`config.mk`:
```
export PLATFORM = sky130hd
export DESIGN_NAME = cmk_ctrl
export DESIGN_NICKNAME = d
export VERILOG_FILES = /design/src/hdl/cmk_pkg.sv /design/src/hdl/cmk_ctrl.sv
export SDC_FILE = /design/constraint.sdc
export NUM_CORES = 1
export LEC_CHECK = 0
export ABC_AREA = 1
export ABC_CLOCK_PERIOD_IN_PS = 2100
export BUFFER_PORTS_ARGS = -buffer_cell sky130_fd_sc_hd__buf_2
export CELL_PAD_IN_SITES_DETAIL_PLACEMENT = 0
export CELL_PAD_IN_SITES_GLOBAL_PLACEMENT = 1
export CORE_MARGIN = 1.5
export CORE_UTILIZATION = 40
export CTS_CLUSTER_SIZE = 24
export DETAILED_ROUTE_END_ITERATION = 8
export GPL_TIMING_DRIVEN = 0
export PLACE_DENSITY_LB_ADDON = 0.1
export SYNTH_ARGS = -nofsm -noshare
export SYNTH_HDL_FRONTEND = slang
export SYNTH_SLANG_ARGS = --single-unit
export TNS_END_PERCENT = 20
```
`constraint.sdc`:
```
create_clock -name clk -period 2.1 [get_ports clk]
set_input_delay 0.315 -clock clk [delete_from_list [all_inputs] [get_ports clk]]
set_output_delay 0.315 -clock clk [all_outputs]
set_load 0.01 [all_outputs]
```
`src/hdl/cmk_pkg.sv`:
```
// Shared types and constants for the confusion matrix kappa block.
package cmk_pkg;

	localparam int CFG_W   = 5;
	localparam int CLS_W   = 4;
	localparam int FIELD_W = 24;
	localparam int Q_W     = 17;
	localparam int K_W     = 18;
	localparam int STEPS   = 17;

	localparam logic [CFG_W-1:0] NC_RESET = 5'd16;
	localparam logic [Q_W-1:0]   Q_ONE    = 17'h10000;

	typedef enum logic [1:0] {
		DIV_USERS = 2'd0,
		DIV_PROD  = 2'd1,
		DIV_OVER  = 2'd2,
		DIV_KAPPA = 2'd3
	} div_sel_t;

	typedef enum logic [1:0] {
		MUL_ROWCOL = 2'd0,
		MUL_ND     = 2'd1,
		MUL_NN     = 2'd2
	} mul_sel_t;

	typedef struct packed {
		logic     clr_mem;
		logic     clr_store;
		logic     acc_pair;
		logic     inc_wr;
		logic     rpt_init;
		logic     rd_row;
		logic     rd_col;
		logic     step_j;
		logic     mul;
		mul_sel_t mul_sel;
		logic     save_nd;
		logic     acc_sd;
		logic     den_calc;
		logic     div_start;
		div_sel_t div_sel;
		logic     emit_class;
		logic     emit_sum;
		logic     next_class;
	} cmk_cmd_t;

	typedef struct packed {
		logic pair_ok;
		logic clr_last;
		logic j_last;
		logic i_last;
		logic div_done;
		logic out_free;
	} cmk_sts_t;

endpackage

```
`src/hdl/cmk_ctrl.sv`:
```
// Sequencer for pair counting, the report walk and the clearing sweep.
module cmk_ctrl import cmk_pkg::*; (
	input  logic     clk,
	input  logic     arst_n,
	input  logic     pair_valid,
	input  logic     pair_last,
	output logic     pair_ready,
	input  cmk_sts_t sts,
	output cmk_cmd_t cmd
);

	typedef enum logic [20:0] {
		S_CLEAR  = 21'd1 << 0,
		S_IDLE   = 21'd1 << 1,
		S_INC    = 21'd1 << 2,
		S_RINIT  = 21'd1 << 3,
		S_ROW    = 21'd1 << 4,
		S_COL    = 21'd1 << 5,
		S_DRAIN  = 21'd1 << 6,
		S_MUL    = 21'd1 << 7,
		S_SACC   = 21'd1 << 8,
		S_DIVU   = 21'd1 << 9,
		S_STARTP = 21'd1 << 10,
		S_DIVP   = 21'd1 << 11,
		S_EMIT   = 21'd1 << 12,
		S_SMUL1  = 21'd1 << 13,
		S_SMUL2  = 21'd1 << 14,
		S_SDEN   = 21'd1 << 15,
		S_STARTO = 21'd1 << 16,
		S_DIVO   = 21'd1 << 17,
		S_STARTK = 21'd1 << 18,
		S_DIVK   = 21'd1 << 19,
		S_SEMIT  = 21'd1 << 20
	} state_t;

	state_t state_q, state_d;
	logic   last_q;

	always_ff @(posedge clk or negedge arst_n) begin
		if (!arst_n) begin
			state_q <= S_CLEAR;
			last_q  <= 1'b0;
		end else begin
			state_q <= state_d;
			if (state_q == S_IDLE && pair_valid)
				last_q <= pair_last;
		end
	end

	assign pair_ready = (state_q == S_IDLE);

	always_comb begin
		state_d = state_q;
		cmd     = '0;
		unique case (state_q)
			S_CLEAR: begin
				cmd.clr_mem = 1'b1;
				if (sts.clr_last)
					state_d = S_IDLE;
			end
			S_IDLE: begin
				if (pair_valid) begin
					cmd.acc_pair = 1'b1;
					if (sts.pair_ok)
						state_d = S_INC;
					else if (pair_last)
						state_d = S_RINIT;
				end
			end
			S_INC: begin
				cmd.inc_wr = 1'b1;
				state_d = last_q ? S_RINIT : S_IDLE;
			end
			S_RINIT: begin
				cmd.rpt_init = 1'b1;
				state_d = S_ROW;
			end
			S_ROW: begin
				cmd.rd_row = 1'b1;
				cmd.step_j = 1'b1;
				if (sts.j_last)
					state_d = S_COL;
			end
			S_COL: begin
				cmd.rd_col = 1'b1;
				cmd.step_j = 1'b1;
				if (sts.j_last)
					state_d = S_DRAIN;
			end
			S_DRAIN: state_d = S_MUL;
			S_MUL: begin
				cmd.mul     = 1'b1;
				cmd.mul_sel = MUL_ROWCOL;
				state_d = S_SACC;
			end
			S_SACC: begin
				cmd.acc_sd    = 1'b1;
				cmd.div_start = 1'b1;
				cmd.div_sel   = DIV_USERS;
				state_d = S_DIVU;
			end
			S_DIVU: if (sts.div_done) state_d = S_STARTP;
			S_STARTP: begin
				cmd.div_start = 1'b1;
				cmd.div_sel   = DIV_PROD;
				state_d = S_DIVP;
			end
			S_DIVP: if (sts.div_done) state_d = S_EMIT;
			S_EMIT: begin
				if (sts.out_free) begin
					cmd.emit_class = 1'b1;
					if (sts.i_last) begin
						state_d = S_SMUL1;
					end else begin
						cmd.next_class = 1'b1;
						state_d = S_ROW;
					end
				end
			end
			S_SMUL1: begin
				cmd.mul     = 1'b1;
				cmd.mul_sel = MUL_ND;
				state_d = S_SMUL2;
			end
			S_SMUL2: begin
				cmd.mul     = 1'b1;
				cmd.mul_sel = MUL_NN;
				cmd.save_nd = 1'b1;
				state_d = S_SDEN;
			end
			S_SDEN: begin
				cmd.den_calc = 1'b1;
				state_d = S_STARTO;
			end
			S_STARTO: begin
				cmd.div_start = 1'b1;
				cmd.div_sel   = DIV_OVER;
				state_d = S_DIVO;
			end
			S_DIVO: if (sts.div_done) state_d = S_STARTK;
			S_STARTK: begin
				cmd.div_start = 1'b1;
				cmd.div_sel   = DIV_KAPPA;
				state_d = S_DIVK;
			end
			S_DIVK: if (sts.div_done) state_d = S_SEMIT;
			S_SEMIT: begin
				if (sts.out_free) begin
					cmd.emit_sum  = 1'b1;
					cmd.clr_store = 1'b1;
					state_d = S_CLEAR;
				end
			end
			default: state_d = S_CLEAR;
		endcase
	end

endmodule

```
==> reports/metrics.cfg <==
[worst_hold_path]
worstHoldPathType = in2async

[power]
max-vdd-ir-drop_uv = 325.5
report.power.total_uw = 1801
p_leak_uw = 0.001318
powerDensity_nw_per_um2 = 761.9

[detailed_routing]
post_drt_wl_per_cell_um = 13.50
drt_iter0_markers = 57
dr.pass1.iters = 4
ant_nets = 0
drc = 0
viasPerCell = 4.835
finalWirelength_um = 4739
vias = 1697

[floorplanning]
initial_core_util_pct = 42.62
core-area_um2 = 4086
die_h_um = 68.99
dieArea_um2 = 4759
num_rows = 23
ios = 31
die_w_um = 68.99

[synth]
synth.distinct_cells = 28
yosysWarningCount = 0
synthesis.area_um2 = 1742
synth_area_per_cell_um2 = 7.080
yosysSeqAreaShare_pct = 31.68
ys_seq_elements = 22
synthCells = 246
syn_nets = 256

[timing]
slew-limit-headroom_pct = 62.34
max_freq_ghz = 0.4781
max_slew.worst_pin.slew_ns = 0.5649
fin_crit_sh_pct = 99.61
rsz0062_at_grt = yes
final-hold-violation-count = 0
maxSlewViolCount = 0
setup_viol = 0
final.min_clock_period_ns = 2.092
setup_ws_ns = 0.008256
fin_skew_ns = 0.009340

[cells_and_area]
antennaDiodeCount = 0
num-fill-cells = 429
syn2layout_area_growth_pct = 35.70
layout_commonest_cell = nand2_1
final_area_um2 = 2364
drive_gt1_share_pct = 44.85
layout_common_cells = nand2_1 (41), nor2_1 (37), inv_1 (31)
fin_nets = 312
post-route-util_pct = 57.84

[setup_path]
critPathKind = reg2out
arrival_ns = 1.78
cp-start-kind = flip-flop
crit_required_ns = 1.78
cp-end-kind = output pin
cp_max_fo = 7

[grt]
grt_max_degree = 23
gr-usage-all-layers_pct = 20.86
grt_pass1_vias = 1500
grt-ovfl-total = 0
antenna_found_initial = 0
grt_pass1_wl_um = 7162

[clock_tree]
cts_max_path_buffers = 2
holdBufCountCts = 0
htreeDepth = 1
cts-buffers-inserted = 3
cts-root-buf = clkbuf_8
clk_pin_slew_ns = 0.10
numClockSinks = 22
clkLatencyLatePin_ns = 0.27
tritoncts = yes

[place]
placed_cell_area_um2 = 1954
port_buffers = 30
dp_slack_ns = 0.1221
gp_congestion = 0.9412
dp_hpwl_um = 3328

[run]
drv_cap = 0

[outcome]
outcome = finished clean

## final cells by class
class | instances | area (um2) | share of cell area [%]
multi-input cells | 181 | 1134 | 47.96
flip-flops and latches | 22 | 553.0 | 23.40
repair buffers | 51 | 344.1 | 14.56
inverters | 38 | 142.6 | 6.035
well taps | 50 | 62.56 | 2.647
plain buffers | 5 | 56.30 | 2.382
clock buffers | 3 | 41.29 | 1.747
clock inverters | 1 | 30.03 | 1.271
## layer usage
metal / global-route usage (%) / vias to the layer above / part of all wire (%)
met5: 0 / - / 0
met4: 6.127 / 0 / 1.0
met3: 2.110 / 6 / 3.4
met2: 31.61 / 35 / 45
met1: 31.14 / 781 / 50
li1: - / 875 / -
## Yosys cell counts, drive strengths merged
library cell  instances  area (um2)
o21ai                 9       60.05
a21oi                 1       5.000
nand2                55       260.3
nand3b                4       33.78
nand4                 4       25.02
buf                   5       52.54
nor3                  1       5.000
dfstp                 1       26.28
nor2                 70       375.4
o22ai                 1       6.260
or2                   1       6.260
nand3                35       217.7
inv                  38       142.6
dfrtp                21       525.5
## flip-flops by register name, summed over array words and instances (netlist names)
| signal | cells |
|---|---|
| last_q | 1 |
| state_q | 21 |
## worst max-delay path: stages (launching register included)
cell and delay [ns]:
dfrtp_1 0.45, nor2_4 0.22, nand2_4 0.10, nor2_8 0.19
nand3_4 0.15, a21oi_4 0.17, inv_2 0.06, nand2_2 0.06
buf_6 0.10
## final timing paths
| path | start | endpoint | slack, ns | depth (start not counted) |
|---|---|---|---|---|
| worst max-delay path | state_q[16]$_DFFE_PN0P_ | cmd[11] | 0.008 | 8 |
| worst min-delay path | arst_n | state_q[17]$_DFFE_PN0P_ | 0.02 | 1 |
| worst max register to register | state_q[16]$_DFFE_PN0P_ | state_q[18]$_DFFE_PN0P_ | 0.10 | 12 |
| worst min register to register | last_q$_DFFE_PN0P_ | last_q$_DFFE_PN0P_ | 0.56 | 2 |
| max in group asynchronous | arst_n | state_q[12]$_DFFE_PN0P_ | 1.68 | 1 |
| min in group clk | pair_last | last_q$_DFFE_PN0P_ | 0.28 | 3 |
## metrics by stage
step / TNS [ns] / hold slack (ns) / cells
5_1_grt: -0.6144 / 0.05552 / 351
4_1_cts: -0.01167 / 0.03708 / 336
3_5_place_dp: 0 / 0.3401 / 326
3_3_place_gp: 0 / 0.3364 / 326
2_1_floorplan: 0 / 0.01941 / 246
6_report: 0 / 0.02100 / 351
## repair_timing
item / in CTS / in global routing
gates resized for setup: 10 / 28
pin swaps: 5 / 17
cloned: 0 / 1
setup buffers: 6 / 14
setup endpoints to repair: 4 / 18
## report_power, final
| part | internal (uW) | switching (uW) | total (uW) |
|---|---|---|---|
| Combinational | 321 | 567 | 888 |
| Clock | 255 | 162 | 417 |
| Sequential | 463 | 32.8 | 496 |
## kinds of logic after synthesis
logic type,after synthesis,share of synthesized area [%]
compound gates,11,4.094
buf+inv,43,11.21
flops,22,31.68
simple gates,170,53.02
Power figures use the tool's default switching activity.
